## src/hw/rtl/bblc_pkg.sv

```systemverilog
package bblc_pkg;

  localparam int unsigned Entries = 16;
  localparam int unsigned IdxW = $clog2(Entries);
  localparam int unsigned CntW = $clog2(Entries + 1);
  localparam logic [31:0] BudgetReset = 32'd268435456;

  typedef enum logic [1:0] {
    CMD_ACCESS = 2'd0,
    CMD_EVICT  = 2'd1,
    CMD_CLEAR  = 2'd2,
    CMD_NONE   = 2'd3
  } cmd_e;

  typedef enum logic [2:0] {
    ST_HIT     = 3'd0,
    ST_LOADED  = 3'd1,
    ST_FAILED  = 3'd2,
    ST_REMOVED = 3'd3,
    ST_ABSENT  = 3'd4,
    ST_CLEARED = 3'd5,
    ST_VICTIM  = 3'd6
  } status_e;

  typedef struct packed {
    logic [1:0]  command;
    logic [31:0] key;
    logic [31:0] offset;
    logic [31:0] length;
    logic [31:0] load_size;
    logic        load_ok;
  } req_t;

  typedef struct packed {
    logic [2:0]  status;
    logic [31:0] key_out;
    logic [31:0] object_size;
    logic        in_range;
    logic [36:0] bytes_in_use;
    logic [8:0]  entry_count;
    logic        last;
  } rsp_t;

  // controller -> datapath
  typedef struct packed {
    logic        latch;      // capture request
    logic        scan_clr;   // start a scan
    logic        scan_step;  // examine entry idx_q
    logic        hit_touch;  // refresh stamp of found entry
    logic        evict_old;  // drop oldest entry
    logic        evict_hit;  // drop found entry
    logic        insert;     // insert at free slot
    logic        clear;      // drop everything
    logic        emit;       // load output register
    logic [2:0]  status;
    logic        last;
  } dp_cmd_t;

  // datapath -> controller
  typedef struct packed {
    logic [1:0] command;
    logic       load_ok;
    logic       found;
    logic       empty;
    logic       fits;
    logic       scan_done;
  } dp_sts_t;

endpackage

```

## src/hw/rtl/bblc_if.sv

```systemverilog
interface bblc_req_if;
  logic              valid;
  logic              ready;
  bblc_pkg::req_t    payload;
  modport source (output valid, output payload, input ready);
  modport sink (input valid, input payload, output ready);
endinterface

interface bblc_rsp_if;
  logic              valid;
  logic              ready;
  bblc_pkg::rsp_t    payload;
  modport source (output valid, output payload, input ready);
  modport sink (input valid, input payload, output ready);
endinterface

interface bblc_cfg_if;
  logic        valid;
  logic        ready;
  logic [31:0] payload;
  modport source (output valid, output payload, input ready);
  modport sink (input valid, input payload, output ready);
endinterface

```

## src/hw/rtl/bblc_datapath.sv

```systemverilog
module bblc_datapath (
  input  logic                clk_i,
  input  logic                rst_ni,
  input  bblc_pkg::req_t      req_i,
  input  logic [31:0]         budget_i,
  input  bblc_pkg::dp_cmd_t   cmd_i,
  output bblc_pkg::dp_sts_t   sts_o,
  output bblc_pkg::rsp_t      rsp_o
);

  localparam int unsigned N = bblc_pkg::Entries;
  localparam int unsigned IW = bblc_pkg::IdxW;
  localparam int unsigned CW = bblc_pkg::CntW;

  bblc_pkg::req_t req_q;
  logic [31:0] keys_q [N];
  logic [31:0] sizes_q [N];
  logic [63:0] stamps_q [N];
  logic [N-1:0] valid_q;
  logic [36:0] total_q;
  logic [63:0] use_q;
  logic [CW-1:0] count_q;

  // scan state
  logic [CW-1:0] idx_q;
  logic          found_q, old_v_q;
  logic [IW-1:0] found_idx_q, old_idx_q;
  logic [63:0]   old_stamp_q;
  bblc_pkg::rsp_t rsp_q;

  logic [IW-1:0] idx;
  logic [IW-1:0] free_idx;
  logic [31:0]   obj_size;
  logic [32:0]   span;
  logic [37:0]   need;

  assign idx = idx_q[IW-1:0];
  assign span = {1'b0, req_q.offset} + {1'b0, req_q.length};
  assign need = {1'b0, total_q} + {6'd0, req_q.load_size};

  always_comb begin
    free_idx = '0;
    for (int i = N - 1; i >= 0; i--) begin
      if (!valid_q[i]) free_idx = IW'(i);
    end
  end

  assign obj_size = sizes_q[found_idx_q];

  assign sts_o.command   = req_q.command;
  assign sts_o.load_ok   = req_q.load_ok;
  assign sts_o.found     = found_q;
  assign sts_o.empty     = (count_q == '0);
  assign sts_o.fits      = (need <= {6'd0, budget_i}) && (count_q != CW'(N));
  assign sts_o.scan_done = (idx_q == CW'(N));
  assign rsp_o = rsp_q;

  always_ff @(posedge clk_i) begin
    if (cmd_i.latch) req_q <= req_i;
    if (cmd_i.hit_touch) stamps_q[found_idx_q] <= use_q + 64'd1;
    if (cmd_i.insert) begin
      keys_q[free_idx]   <= req_q.key;
      sizes_q[free_idx]  <= req_q.load_size;
      stamps_q[free_idx] <= use_q + 64'd1;
    end
    if (cmd_i.scan_step && valid_q[idx]) begin
      if (keys_q[idx] == req_q.key && !found_q) found_idx_q <= idx;
      if (!old_v_q || stamps_q[idx] < old_stamp_q) begin
        old_idx_q   <= idx;
        old_stamp_q <= stamps_q[idx];
      end
    end
    if (cmd_i.emit) begin
      rsp_q.status <= cmd_i.status;
      rsp_q.last   <= cmd_i.last;
      rsp_q.in_range <= 1'b0;
      rsp_q.key_out  <= req_q.key;
      rsp_q.object_size <= '0;
      rsp_q.bytes_in_use <= total_q;
      rsp_q.entry_count  <= 9'(count_q);
      case (bblc_pkg::status_e'(cmd_i.status))
        bblc_pkg::ST_HIT: begin
          rsp_q.object_size <= obj_size;
          rsp_q.in_range <= (span <= {1'b0, obj_size});
        end
        bblc_pkg::ST_LOADED: begin
          rsp_q.object_size <= req_q.load_size;
          rsp_q.in_range <= (span <= {1'b0, req_q.load_size});
          rsp_q.bytes_in_use <= need[36:0];
          rsp_q.entry_count <= 9'(count_q + CW'(1));
        end
        bblc_pkg::ST_REMOVED: begin
          rsp_q.object_size <= obj_size;
          rsp_q.bytes_in_use <= total_q - {5'd0, obj_size};
          rsp_q.entry_count <= 9'(count_q - CW'(1));
        end
        bblc_pkg::ST_VICTIM: begin
          rsp_q.key_out <= keys_q[old_idx_q];
          rsp_q.object_size <= sizes_q[old_idx_q];
          rsp_q.bytes_in_use <= total_q - {5'd0, sizes_q[old_idx_q]};
          rsp_q.entry_count <= 9'(count_q - CW'(1));
        end
        bblc_pkg::ST_CLEARED: begin
          rsp_q.key_out <= '0;
          rsp_q.bytes_in_use <= '0;
          rsp_q.entry_count <= '0;
        end
        default: ;
      endcase
    end
  end

  always_ff @(posedge clk_i or negedge rst_ni) begin
    if (!rst_ni) begin
      valid_q <= '0;
      total_q <= '0;
      use_q   <= '0;
      count_q <= '0;
      idx_q   <= '0;
      found_q <= 1'b0;
      old_v_q <= 1'b0;
    end else begin
      if (cmd_i.scan_clr) begin
        idx_q   <= '0;
        found_q <= 1'b0;
        old_v_q <= 1'b0;
      end else if (cmd_i.scan_step) begin
        idx_q <= idx_q + CW'(1);
        if (valid_q[idx]) begin
          old_v_q <= 1'b1;
          if (keys_q[idx] == req_q.key) found_q <= 1'b1;
        end
      end
      if (cmd_i.hit_touch) use_q <= use_q + 64'd1;
      if (cmd_i.evict_old) begin
        valid_q[old_idx_q] <= 1'b0;
        total_q <= total_q - {5'd0, sizes_q[old_idx_q]};
        count_q <= count_q - CW'(1);
      end
      if (cmd_i.evict_hit) begin
        valid_q[found_idx_q] <= 1'b0;
        total_q <= total_q - {5'd0, obj_size};
        count_q <= count_q - CW'(1);
      end
      if (cmd_i.insert) begin
        valid_q[free_idx] <= 1'b1;
        total_q <= need[36:0];
        count_q <= count_q + CW'(1);
        use_q   <= use_q + 64'd1;
      end
      if (cmd_i.clear) begin
        valid_q <= '0;
        total_q <= '0;
        count_q <= '0;
      end
    end
  end

endmodule

```

## src/hw/rtl/bblc_ctrl.sv

```systemverilog
module bblc_ctrl (
  input  logic               clk_i,
  input  logic               rst_ni,
  input  logic               req_valid_i,
  output logic               req_ready_o,
  output logic               rsp_valid_o,
  input  logic               rsp_ready_i,
  input  bblc_pkg::dp_sts_t  sts_i,
  output bblc_pkg::dp_cmd_t  cmd_o
);

  typedef enum logic [2:0] {
    S_IDLE, S_SCAN, S_DECIDE, S_OLDSCAN, S_VICTIM, S_WAIT
  } state_e;

  state_e state_q, state_d;
  logic   vld_q, vld_d;
  bblc_pkg::dp_cmd_t c;

  logic busy_out;
  assign busy_out = vld_q && !rsp_ready_i;
  assign req_ready_o = (state_q == S_IDLE) && !busy_out;
  assign rsp_valid_o = vld_q;
  assign cmd_o = c;

  always_comb begin
    c = '0;
    state_d = state_q;
    vld_d = vld_q && !rsp_ready_i;
    case (state_q)
      S_IDLE: begin
        if (req_valid_i && req_ready_o) begin
          c.latch = 1'b1;
          c.scan_clr = 1'b1;
          state_d = S_SCAN;
        end
      end
      S_SCAN: begin
        if (sts_i.scan_done) state_d = S_DECIDE;
        else c.scan_step = 1'b1;
      end
      S_DECIDE: begin
        if (!busy_out) begin
          state_d = S_IDLE;
          c.last = 1'b1;
          c.emit = 1'b1;
          vld_d = 1'b1;
          case (bblc_pkg::cmd_e'(sts_i.command))
            bblc_pkg::CMD_ACCESS: begin
              if (sts_i.found) begin
                c.status = bblc_pkg::ST_HIT;
                c.hit_touch = 1'b1;
              end else if (!sts_i.load_ok) begin
                c.status = bblc_pkg::ST_FAILED;
              end else if (sts_i.empty || sts_i.fits) begin
                c.status = bblc_pkg::ST_LOADED;
                c.insert = 1'b1;
              end else begin
                c.emit = 1'b0;
                c.last = 1'b0;
                vld_d = vld_q && !rsp_ready_i;
                c.scan_clr = 1'b1;
                state_d = S_OLDSCAN;
              end
            end
            bblc_pkg::CMD_EVICT: begin
              if (sts_i.found) begin
                c.status = bblc_pkg::ST_REMOVED;
                c.evict_hit = 1'b1;
              end else c.status = bblc_pkg::ST_ABSENT;
            end
            bblc_pkg::CMD_CLEAR: begin
              c.status = bblc_pkg::ST_CLEARED;
              c.clear = 1'b1;
            end
            default: begin
              c.emit = 1'b0;
              vld_d = vld_q && !rsp_ready_i;
            end
          endcase
        end
      end
      S_OLDSCAN: begin
        if (sts_i.scan_done) state_d = S_VICTIM;
        else c.scan_step = 1'b1;
      end
      S_VICTIM: begin
        if (!busy_out) begin
          c.status = bblc_pkg::ST_VICTIM;
          c.emit = 1'b1;
          c.evict_old = 1'b1;
          vld_d = 1'b1;
          state_d = S_WAIT;
        end
      end
      S_WAIT: begin
        // re-check fit after the eviction settles
        c.scan_clr = 1'b1;
        state_d = S_DECIDE;
      end
      default: state_d = S_IDLE;
    endcase
  end

  always_ff @(posedge clk_i or negedge rst_ni) begin
    if (!rst_ni) begin
      state_q <= S_IDLE;
      vld_q   <= 1'b0;
    end else begin
      state_q <= state_d;
      vld_q   <= vld_d;
    end
  end

endmodule

```

## src/hw/rtl/byte_budget_lru_cache_directory.sv

```systemverilog
// Directory of a byte-budgeted LRU cache with 16 entries. A request is
// taken when idle; it first scans all entries one per cycle for the key,
// then answers. A miss that must make room runs one more oldest-entry
// scan per victim. Each victim is its own response with last low; the
// final response has last high. The budget register is written through
// the config channel; the user must write it only while idle, as the
// block itself does not enforce it.
module byte_budget_lru_cache_directory (
  input  logic clk_i,
  input  logic rst_ni,
  bblc_req_if.sink   req,
  bblc_rsp_if.source rsp,
  bblc_cfg_if.sink   cfg
);

  logic [31:0] budget_q;
  bblc_pkg::dp_cmd_t cmd;
  bblc_pkg::dp_sts_t sts;

  assign cfg.ready = 1'b1;

  always_ff @(posedge clk_i or negedge rst_ni) begin
    if (!rst_ni) budget_q <= bblc_pkg::BudgetReset;
    else if (cfg.valid) budget_q <= cfg.payload;
  end

  bblc_ctrl u_ctrl (
    .clk_i, .rst_ni,
    .req_valid_i (req.valid),
    .req_ready_o (req.ready),
    .rsp_valid_o (rsp.valid),
    .rsp_ready_i (rsp.ready),
    .sts_i (sts),
    .cmd_o (cmd)
  );

  bblc_datapath u_dp (
    .clk_i, .rst_ni,
    .req_i (req.payload),
    .budget_i (budget_q),
    .cmd_i (cmd),
    .sts_o (sts),
    .rsp_o (rsp.payload)
  );

endmodule

```

## src/flat_wrapper.sv

```systemverilog
// flat-port wrapper written by rule: the top's interface ports become plain ports
module byte_budget_lru_cache_directory_flat 
  (clk_i, rst_ni, req_valid, req_payload, req_ready, rsp_valid, rsp_payload, rsp_ready, cfg_valid, cfg_payload, cfg_ready);
  bblc_req_if req_i ();
  bblc_rsp_if rsp_i ();
  bblc_cfg_if cfg_i ();
  input  logic clk_i;
  input  logic rst_ni;
  input wire logic [$bits(req_i.valid)-1:0] req_valid;
  input wire logic [$bits(req_i.payload)-1:0] req_payload;
  output wire logic [$bits(req_i.ready)-1:0] req_ready;
  output wire logic [$bits(rsp_i.valid)-1:0] rsp_valid;
  output wire logic [$bits(rsp_i.payload)-1:0] rsp_payload;
  input wire logic [$bits(rsp_i.ready)-1:0] rsp_ready;
  input wire logic [$bits(cfg_i.valid)-1:0] cfg_valid;
  input wire logic [$bits(cfg_i.payload)-1:0] cfg_payload;
  output wire logic [$bits(cfg_i.ready)-1:0] cfg_ready;
  assign req_i.valid = req_valid;
  assign req_i.payload = req_payload;
  assign req_ready = req_i.ready;
  assign rsp_valid = rsp_i.valid;
  assign rsp_payload = rsp_i.payload;
  assign rsp_i.ready = rsp_ready;
  assign cfg_i.valid = cfg_valid;
  assign cfg_i.payload = cfg_payload;
  assign cfg_ready = cfg_i.ready;
  byte_budget_lru_cache_directory u_core (.clk_i(clk_i), .rst_ni(rst_ni), .req(req_i), .rsp(rsp_i), .cfg(cfg_i));
endmodule
```

## config.mk

```make
export PLATFORM = sky130hd
export DESIGN_NAME = byte_budget_lru_cache_directory_flat
export DESIGN_NICKNAME = d
export VERILOG_FILES = /design/src/hw/rtl/bblc_pkg.sv /design/src/hw/rtl/bblc_if.sv /design/src/hw/rtl/bblc_datapath.sv /design/src/hw/rtl/bblc_ctrl.sv /design/src/hw/rtl/byte_budget_lru_cache_directory.sv /design/src/flat_wrapper.sv
export SDC_FILE = /design/constraint.sdc
export NUM_CORES = 2
export LEC_CHECK = 0
export BUFFER_PORTS_ARGS = -buffer_cell sky130_fd_sc_hd__buf_2
export CAP_MARGIN = 25
export CORE_ASPECT_RATIO = 2
export CORE_MARGIN = 2
export CORE_UTILIZATION = 40
export DETAILED_ROUTE_END_ITERATION = 6
export GPL_TIMING_DRIVEN = 0
export SYNTH_ARGS = -nofsm -noshare
export SYNTH_HDL_FRONTEND = slang
export SYNTH_SLANG_ARGS = --single-unit
```

## constraint.sdc

```tcl
create_clock -name clk_i -period 25.6 [get_ports clk_i]
set_clock_uncertainty 0.05 [all_clocks]
set_input_delay 5.12 -clock clk_i [delete_from_list [all_inputs] [get_ports clk_i]]
set_output_delay 5.12 -clock clk_i [all_outputs]
set_load 0.005 [all_outputs]
```

==> metrics.cfg <==
[final_layout]
area_delta_synth_final_pct = 16.5
regArea_um2 = 75300
nFillCells = 24228
nNetsFinal = 7770
multi_input_area_um2 = 38700
drive_gt1_share_pct = 27.1
utilization_pct = 46.8

[floorplanning]
rows = 279
die_w_um = 385
die_h_um = 766
core_region_area_um2 = 289000
initial_core_util_pct = 40.2
die_area_um2 = 295000
io_pins = 286

[worst_setup_path]
critPathMaxFanout = 7
crit_chain = buf_2 > nor2b_1 > or2_2 > nor3_1 > buf_2
worstReg2RegStart = u_core.u_dp.req_q[1]$_DFFE_PP_
crit_arrival_ns = 6.78
required_ns = 20.43
crit_buf_inv = 2
reg2reg_depth = 26
crit_path_end_kind = output pin
crit_family = simple AND/OR/NAND/NOR gates
cp_common_cell = buf_2
regToRegSetupSlack_ns = 14.53
critical_path.max_stage_delay_ns = 0.73
critPathKind = primary input to output pin
regToRegEndpoint = u_core.u_dp.stamps_q[8][34]$_DFFE_PP_
crit_path_start_kind = primary input
cp_slowest_cell = nor3_1

[route]
drc = 13
routed_wl_mm = 397
vias = 68645
viasPerCell = 6.08
drt_iter0_drc = 6834
detail-route-antenna-nets = 0
dr.pass1.iters = 7
routedWlPerCell_um = 35.2

[run_status]
violations = DRC
status = finished, violations left

[cts]
clkTransAtPathRegs_ns = 0.07
root_buffer = clkbuf_16
clockBufferDepth = 4
cts-resized-gates = 0
ctsHoldBuffers = 0
htree_levels = 4
cts_sinks = 2537
cts_made_buffers = 225
cts_setup_buffers = 0
clock_latency_ns = 0.94
cts_tree = yes

[synthesis]
yosysMostFrequentCell = edfxtp_1
yosysTopAreaCell = edfxtp_1
synth_edf_count = 2364
syn_inst = 6473
syn-mean-instance-area_um2 = 17.9
synth_nets = 6946
syn_area_um2 = 116000
yosys-top-cells-area = edfxtp_1, mux4_2, dfrtp_1
post_synth_num_cell_types = 92
ys_seq_area_share_pct = 64.9
synth_ff_type = edfxtp_1
synth_common_cells = edfxtp_1, mux4_2, ha_1
yosysTopAreaCellShare_pct = 61.2
ys_async_sr_fraction_pct = 6.50
ys_seq_elements = 2537
yosysWarnings = 0

[timing]
finalCritPeriodShare_pct = 46.7
hold_violations = 0
max_freq_ghz = 0.0837
worstMarginPinSlew_ns = 1.22
worst_slack_ns = 13.65
finalSetupViolations = 0
slew_violations = 0
fin_tns_setup_ns = 0
relSlewSlack_pct = 18.5
rsz0062_at_grt = no
min_period_ns = 11.95

[min_path]
min_to = u_core.u_dp.use_q[63]$_DFFE_PN0P_
min_from = u_core.u_dp.use_q[63]$_DFFE_PN0P_
hold_class = register to register
holdPathStages = 1

[grt]
grt.overflow.total = 0
grt_first_pass_wirelength_mm = 548
grt_pass1_vias = 71274
grt_max_degree = 90
grt_use_total_pct = 26.8
antenna_found_initial = 27

[placed_design]
gp_congestion = 0.998
io_buffers = 283
place_ws_ns = 13.79
dp_hpwl_mm = 290

[pwr]
p_leak_nw = 44.8
combPwrFrac_pct = 34.7
power.switching_w = 0.00450
switching_share_pct = 34.4
p_int_w = 0.00857
ir_drop_v = 0.0000584
pwr-share-clk_pct = 27.4
p_per_area_nw_per_um2 = 96.7
seq_power_share_pct = 37.9

[run]
drv_cap = 0

[cells in the final DEF, fill, tap and decap left out, drive strengths merged, types with 36 or more instances in the layout]
cell type  count
xor2         104
and3          38
nand4         72
mux4         965
clkinv        78
dfrtp        164
a21oi        197
ha           300
nand2        278
edfxtp      2364
a22o          36
nor2         212
a21o         109
xnor2        182
buf          702
nor3          60
clkbuf       496
nand3         90
a32oi         36
inv          288
o21ai        203
[metrics by stage]
stage	instances	area [um2]	power (W)	hold WS, ns
global route	11277	135000	0.0135	0.458
global placement	10549	122000	0.00927	0.425
finish	11293	135000	0.0131	0.435
CTS	11242	135000	0.0131	0.438
floorplan	6473	116000	0.00766	0.411
detailed placement	10830	127000	0.00950	0.425
[area by class of cell]
cell class / count / area share, %
diodes: 18 / 0.0333
flip-flops and latches: 2537 / 55.7
multi-input cells: 3338 / 28.6
inverters: 277 / 0.795
clock inverters: 131 / 1.18
repair buffers: 597 / 4.86
clock buffers: 281 / 4.41
plain buffers: 321 / 0.966
well taps: 3793 / 3.51
[power by group through the flow]
| stage | logic [W] | registers, W | clock network [W] |
|---|---|---|---|
| 3_5_place_dp | 0.00446 | 0.00505 | 0 |
| 4_1_cts | 0.00448 | 0.00496 | 0.00364 |
| 3_3_place_gp | 0.00418 | 0.00509 | 0 |
| 5_1_grt | 0.00478 | 0.00496 | 0.00377 |
| 6_report | 0.00454 | 0.00495 | 0.00359 |
| 2_1_floorplan | 0.00270 | 0.00496 | 0 |
[sequential cells by signal, summed over array words and instances (netlist names), 16 cells and up, named ones only]
signal,flops
u_core.u_dp.keys_q,512
u_core.u_dp.total_q,37
u_core.u_dp.stamps_q,1024
u_core.u_dp.sizes_q,512
u_core.u_dp.old_stamp_q,64
u_core.u_dp.valid_q,16
u_core.budget_q,32
u_core.u_dp.req_q,128
u_core.u_dp.rsp_o,113
u_core.u_dp.use_q,64
[per-layer routing]
metal | global-route usage, % | share of wire [%] | wire, um | up-vias
li1 | - | - | - | 28219
met4 | 20.5 | 9.3 | 36800 | 14
met1 | 28.4 | 33 | 130000 | 36105
met2 | 48.0 | 52 | 208000 | 3265
met3 | 3.52 | 5.7 | 22700 | 1042
met5 | 0 | 0.020 | 81 | -
[logic make-up after synthesis]
family | synth area share, %
compound gates | 5.01
xor+xnor | 2.19
fa+ha+maj | 3.32
buf+inv | 2.01
flops | 64.9
mux | 18.9
other cells | 0.00323
simple gates | 3.72
[how the worst max path moves through the flow]
stage	start	endpoint	slack (ns)	cells past startpoint
6_report	rsp_ready	req_ready	13.65	5
2_1_floorplan	rsp_ready	u_core.u_dp.keys_q[8][0]$_DFFE_PP_	13.98	9
4_1_cts	rsp_ready	req_ready	13.75	5
5_1_grt	rsp_ready	req_ready	13.67	5
3_5_place_dp	rsp_ready	req_ready	13.79	5
3_3_place_gp	u_core.u_dp.req_q[1]$_DFFE_PP_	u_core.u_dp.sizes_q[8][7]$_DFFE_PP_	4.66	27
(Power assumes the default switching activity.)
